$ cat config.mk
export PLATFORM = sky130hd
export DESIGN_NAME = circular_list_insert_remove_unit
export DESIGN_NICKNAME = d
export VERILOG_FILES = /design/src/rtl/core/clir_pkg.sv /design/src/rtl/core/clir_ram.sv /design/src/rtl/core/circular_list_insert_remove_unit.sv
export VERILOG_INCLUDE_DIRS = /design/src /design/src/rtl/core
export SDC_FILE = /design/constraint.sdc
export NUM_CORES = 2
export LEC_CHECK = 0
export BUFFER_PORTS_ARGS = -buffer_cell sky130_fd_sc_hd__buf_2
export CAP_MARGIN = 30
export CORE_MARGIN = 1.5
export CORE_UTILIZATION = 30
export CTS_BUF_LIST = sky130_fd_sc_hd__clkbuf_4 sky130_fd_sc_hd__clkbuf_8
export DETAILED_ROUTE_END_ITERATION = 10
export SYNTH_ARGS = -nofsm -noshare
export SYNTH_HDL_FRONTEND = slang
export SYNTH_HIERARCHICAL = 1
export SYNTH_SLANG_ARGS = --single-unit
$ cat constraint.sdc
create_clock -name clock -period 9.8 [get_ports clock]
set_input_delay 0.98 -clock clock [delete_from_list [all_inputs] [get_ports clock]]
set_output_delay 0.98 -clock clock [all_outputs]
set_load 0.03 [all_outputs]
$ cat src/rtl/core/circular_list_insert_remove_unit_defines.svh
// Assertion macros shared by the circular list insert/remove unit.
// Taken in by `include in the files that carry concurrent checks.
`ifndef CIRCULAR_LIST_INSERT_REMOVE_UNIT_DEFINES_SVH
`define CIRCULAR_LIST_INSERT_REMOVE_UNIT_DEFINES_SVH

// Condition and consequence in the same cycle.
`define CLIR_ASSERT_SAME(label, clk, rst, pre, post) \
   label: assert property (@(posedge clk) disable iff (rst) (pre) |-> (post)) \
      else $error("clir: same-cycle check failed");

// Consequence in the cycle after the condition.
`define CLIR_ASSERT_NEXT(label, clk, rst, pre, post) \
   label: assert property (@(posedge clk) disable iff (rst) (pre) |=> (post)) \
      else $error("clir: next-cycle check failed");

`endif

$ cat src/rtl/core/clir_pkg.sv
// Shared types and constants of the circular list insert/remove unit.
// No dependencies.
`timescale 1ns / 1ps

package clir_pkg;

   localparam int DEF_CAPACITY = 64;
   localparam int DATA_W       = 32;
   localparam int COUNT_W      = 7;
   localparam int OP_W         = 2;
   localparam int STATUS_W     = 2;

   localparam logic [OP_W-1:0] OP_APPEND  = 2'd0;
   localparam logic [OP_W-1:0] OP_PREPEND = 2'd1;
   localparam logic [OP_W-1:0] OP_REMOVE  = 2'd2;

   localparam logic [STATUS_W-1:0] STATUS_OK       = 2'd0;
   localparam logic [STATUS_W-1:0] STATUS_FULL     = 2'd1;
   localparam logic [STATUS_W-1:0] STATUS_EMPTY    = 2'd2;
   localparam logic [STATUS_W-1:0] STATUS_NOTFOUND = 2'd3;

   typedef enum logic [2:0] {
      S_IDLE,
      S_TAKE,
      S_WALK,
      S_FETCH,
      S_PATCH
   } state_type;

endpackage

$ cat src/rtl/core/clir_ram.sv
// Generic simple dual-port RAM: one write port, one registered read port.
// Depends on nothing.
`timescale 1ns / 1ps

module clir_ram #(
   parameter int WIDTH = 32,
   parameter int DEPTH = 64
) (
   input  logic                     clock,
   input  logic                     we,
   input  logic [$clog2(DEPTH)-1:0] waddr,
   input  logic [WIDTH-1:0]         wdata,
   input  logic [$clog2(DEPTH)-1:0] raddr,
   output logic [WIDTH-1:0]         rdata
);

   logic [WIDTH-1:0] mem [DEPTH];
   logic [WIDTH-1:0] rdata_ff;

   always_ff @(posedge clock) begin
      if (we) begin
         mem[waddr] <= wdata;
      end
      rdata_ff <= mem[raddr];
   end

   assign rdata = rdata_ff;

endmodule

$ cat src/rtl/core/circular_list_insert_remove_unit.sv
// Circular list insert/remove unit: control, pointers and the two slot RAMs.
// Depends on clir_pkg, clir_ram and circular_list_insert_remove_unit_defines.svh.
// Append/prepend: IDLE accepts, then TAKE pops the free head (one link RAM read) and returns.
// Remove: WALK visits the entries of the link walk in turn, then PATCH relinks a link or FETCH
// takes the new front value. Full, empty and unused ops are answered straight from IDLE.
// The result strobe is registered and comes in the cycle after the last work state; the receiver cannot stall.
// Reset is synchronous; the initial free chain comes from a fill mark.
`timescale 1ns / 1ps
`include "circular_list_insert_remove_unit_defines.svh"

module circular_list_insert_remove_unit #(
   parameter int CAPACITY = clir_pkg::DEF_CAPACITY
) (
   input  logic                                clock,
   input  logic                                reset,
   input  logic                                start,
   output logic                                busy,
   input  logic [clir_pkg::OP_W-1:0]           req_operation,
   input  logic signed [clir_pkg::DATA_W-1:0]  req_value,
   output logic                                rsp_valid,
   output logic [clir_pkg::STATUS_W-1:0]       rsp_status,
   output logic [clir_pkg::COUNT_W-1:0]        rsp_count,
   output logic signed [clir_pkg::DATA_W-1:0]  rsp_front_value,
   output logic signed [clir_pkg::DATA_W-1:0]  rsp_back_value
);

   localparam int IW = $clog2(CAPACITY);
   localparam int CW = $clog2(CAPACITY + 1);

   clir_pkg::state_type state_ff, state_in;

   logic [clir_pkg::OP_W-1:0]          op_ff, op_in;
   logic signed [clir_pkg::DATA_W-1:0] key_ff, key_in;
   logic [IW-1:0]                      front_ff, front_in;
   logic [IW-1:0]                      back_ff, back_in;
   logic [IW-1:0]                      free_ff, free_in;
   logic [CW-1:0]                      count_ff, count_in;
   logic [CW-1:0]                      hwm_ff, hwm_in;
   logic signed [clir_pkg::DATA_W-1:0] front_val_ff, front_val_in;
   logic signed [clir_pkg::DATA_W-1:0] back_val_ff, back_val_in;
   logic [IW-1:0]                      cur_ff, cur_in;
   logic [IW-1:0]                      prev_ff, prev_in;
   logic signed [clir_pkg::DATA_W-1:0] prev_val_ff, prev_val_in;
   logic [CW-1:0]                      step_ff, step_in;
   logic [IW-1:0]                      nxt_ff, nxt_in;

   logic                               rsp_valid_ff, rsp_valid_in;
   logic [clir_pkg::STATUS_W-1:0]      rsp_status_ff, rsp_status_in;
   logic [clir_pkg::COUNT_W-1:0]       rsp_count_ff;
   logic signed [clir_pkg::DATA_W-1:0] rsp_front_ff, rsp_back_ff;

   // RAM ports
   logic [IW-1:0]                 rd_addr;
   logic                          val_we;
   logic [IW-1:0]                 val_waddr;
   logic [clir_pkg::DATA_W-1:0]   val_wdata;
   logic [clir_pkg::DATA_W-1:0]   val_rdata;
   logic                          link_we;
   logic [IW-1:0]                 link_waddr;
   logic [IW-1:0]                 link_wdata;
   logic [IW-1:0]                 link_rdata;

   // Slots at or above the fill mark were never written: their link is the next slot.
   logic          fresh;
   logic [IW-1:0] fresh_next;

   assign fresh      = (hwm_ff != CW'(CAPACITY)) && (free_ff == hwm_ff[IW-1:0]);
   assign fresh_next = (hwm_ff[IW-1:0] == IW'(CAPACITY - 1)) ? '0 : hwm_ff[IW-1:0] + IW'(1);

   clir_ram #(
      .WIDTH (clir_pkg::DATA_W),
      .DEPTH (CAPACITY)
   ) u_value_ram (
      .clock (clock),
      .we    (val_we),
      .waddr (val_waddr),
      .wdata (val_wdata),
      .raddr (rd_addr),
      .rdata (val_rdata)
   );

   clir_ram #(
      .WIDTH (IW),
      .DEPTH (CAPACITY)
   ) u_link_ram (
      .clock (clock),
      .we    (link_we),
      .waddr (link_waddr),
      .wdata (link_wdata),
      .raddr (rd_addr),
      .rdata (link_rdata)
   );

   always_ff @(posedge clock) begin
      if (reset) begin
         state_ff     <= clir_pkg::S_IDLE;
         front_ff     <= '0;
         back_ff      <= '0;
         free_ff      <= '0;
         count_ff     <= '0;
         hwm_ff       <= '0;
         front_val_ff <= '0;
         back_val_ff  <= '0;
         rsp_valid_ff <= 1'b0;
      end else begin
         state_ff     <= state_in;
         front_ff     <= front_in;
         back_ff      <= back_in;
         free_ff      <= free_in;
         count_ff     <= count_in;
         hwm_ff       <= hwm_in;
         front_val_ff <= front_val_in;
         back_val_ff  <= back_val_in;
         rsp_valid_ff <= rsp_valid_in;
      end
   end

   always_ff @(posedge clock) begin
      op_ff         <= op_in;
      key_ff        <= key_in;
      cur_ff        <= cur_in;
      prev_ff       <= prev_in;
      prev_val_ff   <= prev_val_in;
      step_ff       <= step_in;
      nxt_ff        <= nxt_in;
      rsp_status_ff <= rsp_status_in;
      rsp_count_ff  <= (clir_pkg::COUNT_W)'(count_in);
      rsp_front_ff  <= front_val_in;
      rsp_back_ff   <= back_val_in;
   end

   always_comb begin
      state_in      = state_ff;
      op_in         = op_ff;
      key_in        = key_ff;
      front_in      = front_ff;
      back_in       = back_ff;
      free_in       = free_ff;
      count_in      = count_ff;
      hwm_in        = hwm_ff;
      front_val_in  = front_val_ff;
      back_val_in   = back_val_ff;
      cur_in        = cur_ff;
      prev_in       = prev_ff;
      prev_val_in   = prev_val_ff;
      step_in       = step_ff;
      nxt_in        = nxt_ff;
      rsp_valid_in  = 1'b0;
      rsp_status_in = clir_pkg::STATUS_OK;
      rd_addr       = free_ff;
      val_we        = 1'b0;
      val_waddr     = free_ff;
      val_wdata     = key_ff;
      link_we       = 1'b0;
      link_waddr    = free_ff;
      link_wdata    = free_ff;

      case (state_ff)
         clir_pkg::S_IDLE: begin
            if (start) begin
               op_in  = req_operation;
               key_in = req_value;
               if (req_operation inside {clir_pkg::OP_APPEND, clir_pkg::OP_PREPEND}) begin
                  if (count_ff == CW'(CAPACITY)) begin
                     rsp_valid_in  = 1'b1;
                     rsp_status_in = clir_pkg::STATUS_FULL;
                  end else begin
                     state_in = clir_pkg::S_TAKE;
                  end
               end else if (req_operation == clir_pkg::OP_REMOVE) begin
                  if (count_ff == '0) begin
                     rsp_valid_in  = 1'b1;
                     rsp_status_in = clir_pkg::STATUS_EMPTY;
                  end else begin
                     rd_addr  = front_ff;
                     cur_in   = front_ff;
                     prev_in  = front_ff;
                     step_in  = '0;
                     state_in = clir_pkg::S_WALK;
                  end
               end else begin
                  rsp_valid_in = 1'b1;
               end
            end
         end

         clir_pkg::S_TAKE: begin
            // Pop the free head; the link RAM holds its successor unless it is fresh.
            free_in   = fresh ? fresh_next : link_rdata;
            hwm_in    = fresh ? hwm_ff + CW'(1) : hwm_ff;
            val_we    = 1'b1;
            val_waddr = free_ff;
            val_wdata = key_ff;
            if (count_ff == '0) begin
               front_in     = free_ff;
               back_in      = free_ff;
               front_val_in = key_ff;
               back_val_in  = key_ff;
            end else if (op_ff == clir_pkg::OP_PREPEND) begin
               link_we      = 1'b1;
               link_waddr   = free_ff;
               link_wdata   = front_ff;
               front_in     = free_ff;
               front_val_in = key_ff;
            end else begin
               link_we     = 1'b1;
               link_waddr  = back_ff;
               link_wdata  = free_ff;
               back_in     = free_ff;
               back_val_in = key_ff;
            end
            count_in     = count_ff + CW'(1);
            rsp_valid_in = 1'b1;
            state_in     = clir_pkg::S_IDLE;
         end

         clir_pkg::S_WALK: begin
            // Read data belongs to cur; the link output addresses the next step directly.
            rd_addr = link_rdata;
            if (val_rdata == key_ff) begin
               link_we    = 1'b1;
               link_waddr = cur_ff;
               link_wdata = free_ff;
               free_in    = cur_ff;
               count_in   = count_ff - CW'(1);
               if (count_ff == CW'(1)) begin
                  front_in     = '0;
                  back_in      = '0;
                  front_val_in = '0;
                  back_val_in  = '0;
                  rsp_valid_in = 1'b1;
                  state_in     = clir_pkg::S_IDLE;
               end else if (step_ff == '0) begin
                  // New front value comes out of the RAM next cycle.
                  front_in = link_rdata;
                  state_in = clir_pkg::S_FETCH;
               end else begin
                  nxt_in = link_rdata;
                  if (cur_ff == back_ff) begin
                     back_in     = prev_ff;
                     back_val_in = prev_val_ff;
                  end
                  state_in = clir_pkg::S_PATCH;
               end
            end else if (step_ff + CW'(1) == count_ff) begin
               rsp_valid_in  = 1'b1;
               rsp_status_in = clir_pkg::STATUS_NOTFOUND;
               state_in      = clir_pkg::S_IDLE;
            end else begin
               prev_in     = cur_ff;
               prev_val_in = val_rdata;
               cur_in      = link_rdata;
               step_in     = step_ff + CW'(1);
            end
         end

         clir_pkg::S_FETCH: begin
            front_val_in = val_rdata;
            rsp_valid_in = 1'b1;
            state_in     = clir_pkg::S_IDLE;
         end

         clir_pkg::S_PATCH: begin
            // Bypass the removed entry.
            link_we      = 1'b1;
            link_waddr   = prev_ff;
            link_wdata   = nxt_ff;
            rsp_valid_in = 1'b1;
            state_in     = clir_pkg::S_IDLE;
         end

         default: begin
            state_in = clir_pkg::S_IDLE;
         end
      endcase
   end

   assign busy            = (state_ff != clir_pkg::S_IDLE);
   assign rsp_valid       = rsp_valid_ff;
   assign rsp_status      = rsp_status_ff;
   assign rsp_count       = rsp_count_ff;
   assign rsp_front_value = rsp_front_ff;
   assign rsp_back_value  = rsp_back_ff;

   `CLIR_ASSERT_SAME(a_count_bound, clock, reset, 1'b1, count_ff <= CW'(CAPACITY))
   `CLIR_ASSERT_SAME(a_idle_no_write, clock, reset, state_ff == clir_pkg::S_IDLE, !link_we && !val_we)
   `CLIR_ASSERT_SAME(a_empty_zero, clock, reset, count_ff == '0, front_val_ff == '0 && back_val_ff == '0)
   `CLIR_ASSERT_SAME(a_walk_step, clock, reset, state_ff == clir_pkg::S_WALK, step_ff < count_ff)
   `CLIR_ASSERT_NEXT(a_accept_progress, clock, reset, start && !busy, rsp_valid || busy)

endmodule

==> impl_metrics.ini <==
[pwr]
powerDensity_nw_per_um2 = 223.1
power_frac_seq_pct = 50.0
pwr-share-clk_pct = 35.7
power_mw = 26.93
netSwitchingFraction_pct = 27.03
p_int_mw = 19.65
vdd_ir_drop_max_mv = 0.1384
p_leak_nw = 37.39
pwr-share-comb_pct = 14.3
switchingPower_mw = 7.278

[setup_path]
worst-path-buf-inv = 2
ff2ff_setup_slack_ns = 3.34
r2r_start = count_ff[2]$_SDFF_PP0_
path_depth = 11
cp-end-kind = flop
rr_worst_depth = 11
cpMaxStageDelayCell = a22o_4
r2r_end = u_value_ram/rdata[10]$_DFF_P_
crit_family = compound AO/OA/AOI/OAI gates
cp.required_ns = 10.63
crit_top_cell = nor2_1
crit_arrival_ns = 7.29
start_kind = flop
crit_path_max_fanout = 45
path_class = reg2reg
max_stage_delay_ns = 0.78
path_cells = or4_4 -> nor2_1 -> nor2_1 -> o21ai_1 -> a22o_4 -> buf_4 -> buf_4 -> mux4_2 -> mux4_2 -> o22ai_1 -> nor2_1

[global_route]
grt_pass1_vias = 55431
antenna_found_initial = 35
grt_max_degree = 132
grt-ovfl-total = 0
grt_pass1_wl_microns = 422500
grt_usage_pct = 16.61

[cells_and_area]
regArea_sq_um = 79990
layout-area-overhead-vs-synth_pct = 14.84
fin_nets = 5586
multi_input_area_sq_um = 24000
fin_util_pct = 34.59
num-fill-cells = 32319
drive_gt1_share_pct = 29.73

[sta]
setup_violations = 0
fin_tns_setup_ns = 0
rsz0062_at_grt = false
relSlewSlack_pct = 29.66
clock_skew_ns = 0.1517
final-hold-violation-count = 0
worst_slew_pin_slew_ns = 1.051
fmax_mhz = 154.8
finalCritPeriodShare_pct = 65.91
fin_crit_ns = 6.459
finalMaxSlewViolations = 0

[cts]
cts-root-buf = clkbuf_8
cts_max_path_buffers = 4
ctsResizeCount = 0
cts_tree = yes
clkLatencyLatePin_ns = 1.06
clock_sink_count = 2734
cts_made_buffers = 432
h-tree-depth = 5
cts_hold_buffers = 0
path_clk_slew_ns = 0.06
postCtsSetupBuffers = 0

[synthesis]
syn_avg_cell_area_sq_um = 20.60
syn_inst = 5102
yosysSeqAreaShare_pct = 76.12
synth_edf_count = 2523
synth_seq_cells = 2734
syn_area_sq_um = 105100
ys_types = 78
synthesis.nets = 5147
yosys_warnings = 6
synthArstFlopShare_pct = 0
synth_top_flop_cell = edfxtp_1

[worst_hold_path]
hp-class = in2reg
hold_depth = 1
hold-path-endpoint = key_ff[28]$_DFFE_PP_
min_from = req_value[28]

[floorplanning]
die_h_microns = 594.8
start_util_pct = 30.12
core_sq_um = 348900
ios = 112
row_count = 217
dieWidth_microns = 594.8
die_area_sq_um = 353800

[detailed_routing]
drtIter0Drc = 7720
ant_nets = 0
drc = 0
post_drt_wl_per_cell_microns = 28.82
drtPass1Iterations = 9
via_count = 55993
wirelength_microns = 302800
via_per_inst = 5.330

[placement]
port_buffers = 111
gp_congestion = 0.8227
post-dp-hpwl_microns = 172000

[job]
max_cap_violations = 0

[run_status]
status = finished, final reports clean
-- layer usage --
| layer | part of all wire, % | wire (microns) | track usage, % | vias up |
|---|---|---|---|---|
| met2 | 45 | 136200 | 25.32 | 3308 |
| met3 | 12 | 35280 | 4.686 | 552 |
| li1 | - | - | - | 22213 |
| met1 | 40 | 122300 | 23.04 | 29906 |
| met5 | 0.030 | 92 | 0 | - |
| met4 | 2.9 | 8930 | 5.012 | 14 |
-- logic make-up after synthesis --
kind of cell / count (synthesis) / synth area share, %
buf+inv: 337 / 1.548
compound gates: 495 / 3.509
fa+ha+maj: 8 / 0.09526
mux: 793 / 15.26
xor+xnor: 66 / 0.5763
flops: 2734 / 76.12
simple gates: 669 / 2.888
-- synthesized netlist by cell type (all sizes together) (6+ instances only) --
| library cell | count | area share [%] |
|---|---|---|
| a2111oi | 6 | 0.077 |
| a21oi | 124 | 0.59 |
| a221o | 70 | 0.67 |
| a221oi | 7 | 0.058 |
| a222oi | 38 | 0.36 |
| a22o | 18 | 0.15 |
| a22oi | 22 | 0.16 |
| a311oi | 15 | 0.13 |
| a31oi | 9 | 0.060 |
| and3 | 8 | 0.048 |
| buf | 162 | 0.92 |
| clkbuf | 143 | 0.51 |
| dfxtp | 211 | 4.0 |
| edfxtp | 2523 | 72 |
| ha | 8 | 0.095 |
| inv | 32 | 0.11 |
| mux2i | 141 | 1.3 |
| mux4 | 647 | 14 |
| nand2 | 142 | 0.51 |
| nand2b | 17 | 0.10 |
| nand3 | 74 | 0.35 |
| nand3b | 10 | 0.071 |
| nand4 | 10 | 0.060 |
| nor2 | 310 | 1.1 |
| nor2b | 23 | 0.14 |
| nor3 | 21 | 0.13 |
| nor4 | 11 | 0.065 |
| o211ai | 6 | 0.043 |
| o21a | 6 | 0.043 |
| o21ai | 15 | 0.071 |
| o221ai | 31 | 0.26 |
| o22ai | 94 | 0.56 |
| or2 | 11 | 0.065 |
| or3 | 6 | 0.036 |
| or3b | 6 | 0.050 |
| xnor2 | 17 | 0.14 |
| xor2 | 47 | 0.39 |
-- area by class of cell --
class	instances	share of cell area, %
Tap cell	4599	4.769
Clock buffer	615	6.169
Antenna cell	14	0.02903
Sequential cell	2734	66.28
Multi-Input combinational cell	2031	19.89
Clock inverter	171	0.8896
Timing Repair Buffer	310	1.868
Inverter	32	0.09954
-- how the worst max path moves through the flow --
stage                             start                          endpoint  slack [ns]
2_1_floorplan  state_ff[0]$_SDFFE_PP0P_  u_value_ram/mem[48][0]$_DFFE_PP_        5.40
3_3_place_gp           req_operation[1]      u_value_ram/rdata[0]$_DFF_P_        3.43
3_5_place_dp           req_operation[1]     u_value_ram/rdata[10]$_DFF_P_        3.39
4_1_cts          count_ff[2]$_SDFF_PP0_     u_value_ram/rdata[10]$_DFF_P_        3.46
5_1_grt          count_ff[3]$_SDFF_PP0_     u_value_ram/rdata[10]$_DFF_P_        3.18
6_report         count_ff[2]$_SDFF_PP0_     u_value_ram/rdata[10]$_DFF_P_        3.34
-- flip-flops by register name (all words and copies together) (netlist names), 32 cells and up --
name and count:
key_ff 32, u_value_ram/mem 2048, u_value_ram/rdata 32, rsp_front_value 32, rsp_back_value 32, u_link_ram/mem 384, back_val_ff 32, front_val_ff 32
prev_val_ff 32
-- stage by stage --
step / setup slack (ns) / cells / hold slack [ns] / area [sq um]
2_1_floorplan: 5.403 / 5102 / 0.4310 / 105100
3_3_place_gp: 3.428 / 9699 / 0.4752 / 112000
3_5_place_dp: 3.385 / 9704 / 0.4786 / 112100
4_1_cts: 3.463 / 10490 / 0.09041 / 120600
5_1_grt: 3.178 / 10494 / 0.1332 / 120600
6_report: 3.341 / 10506 / 0.1722 / 120700
-- power groups by stage --
| stage | registers [mW] | logic (mW) | clock network [mW] |
|---|---|---|---|
| after floorplan | 13.6 | 2.33 | 0 |
| after global placement | 13.7 | 3.78 | 0 |
| after detailed placement | 13.7 | 3.83 | 0 |
| after CTS | 13.4 | 3.84 | 9.77 |
| after global routing | 13.5 | 4.03 | 10.3 |
| final | 13.5 | 3.85 | 9.60 |
-- placed cells by master, fill, tap and decap left out, types with 8 or more instances in the layout --
cell / instances
edfxtp_1: 2523
mux4_2: 647
clkbuf_8: 452
nor2_1: 247
dfxtp_1: 211
buf_4: 183
clkbuf_4: 163
nand2_1: 141
mux2i_1: 141
a21oi_1: 124
buf_2: 111
clkinv_1: 94
o22ai_1: 94
nand3_1: 74
a221o_1: 70
nor2_4: 62
clkinv_2: 55
xor2_1: 47
a222oi_1: 38
o221ai_1: 31
nor2b_1: 23
inv_1: 22
a22oi_1: 22
nand2b_1: 17
xnor2_1: 17
a311oi_1: 15
diode_2: 14
nor3_1: 14
a22o_1: 13
nor4_1: 11
o21ai_0: 11
buf_12: 11
nand4_1: 10
nand3b_1: 10
clkinvlp_4: 9
bufinv_16: 9
and3_1: 8
or2_1: 8
a31oi_1: 8
ha_1: 8
(Power assumes the default switching activity.)
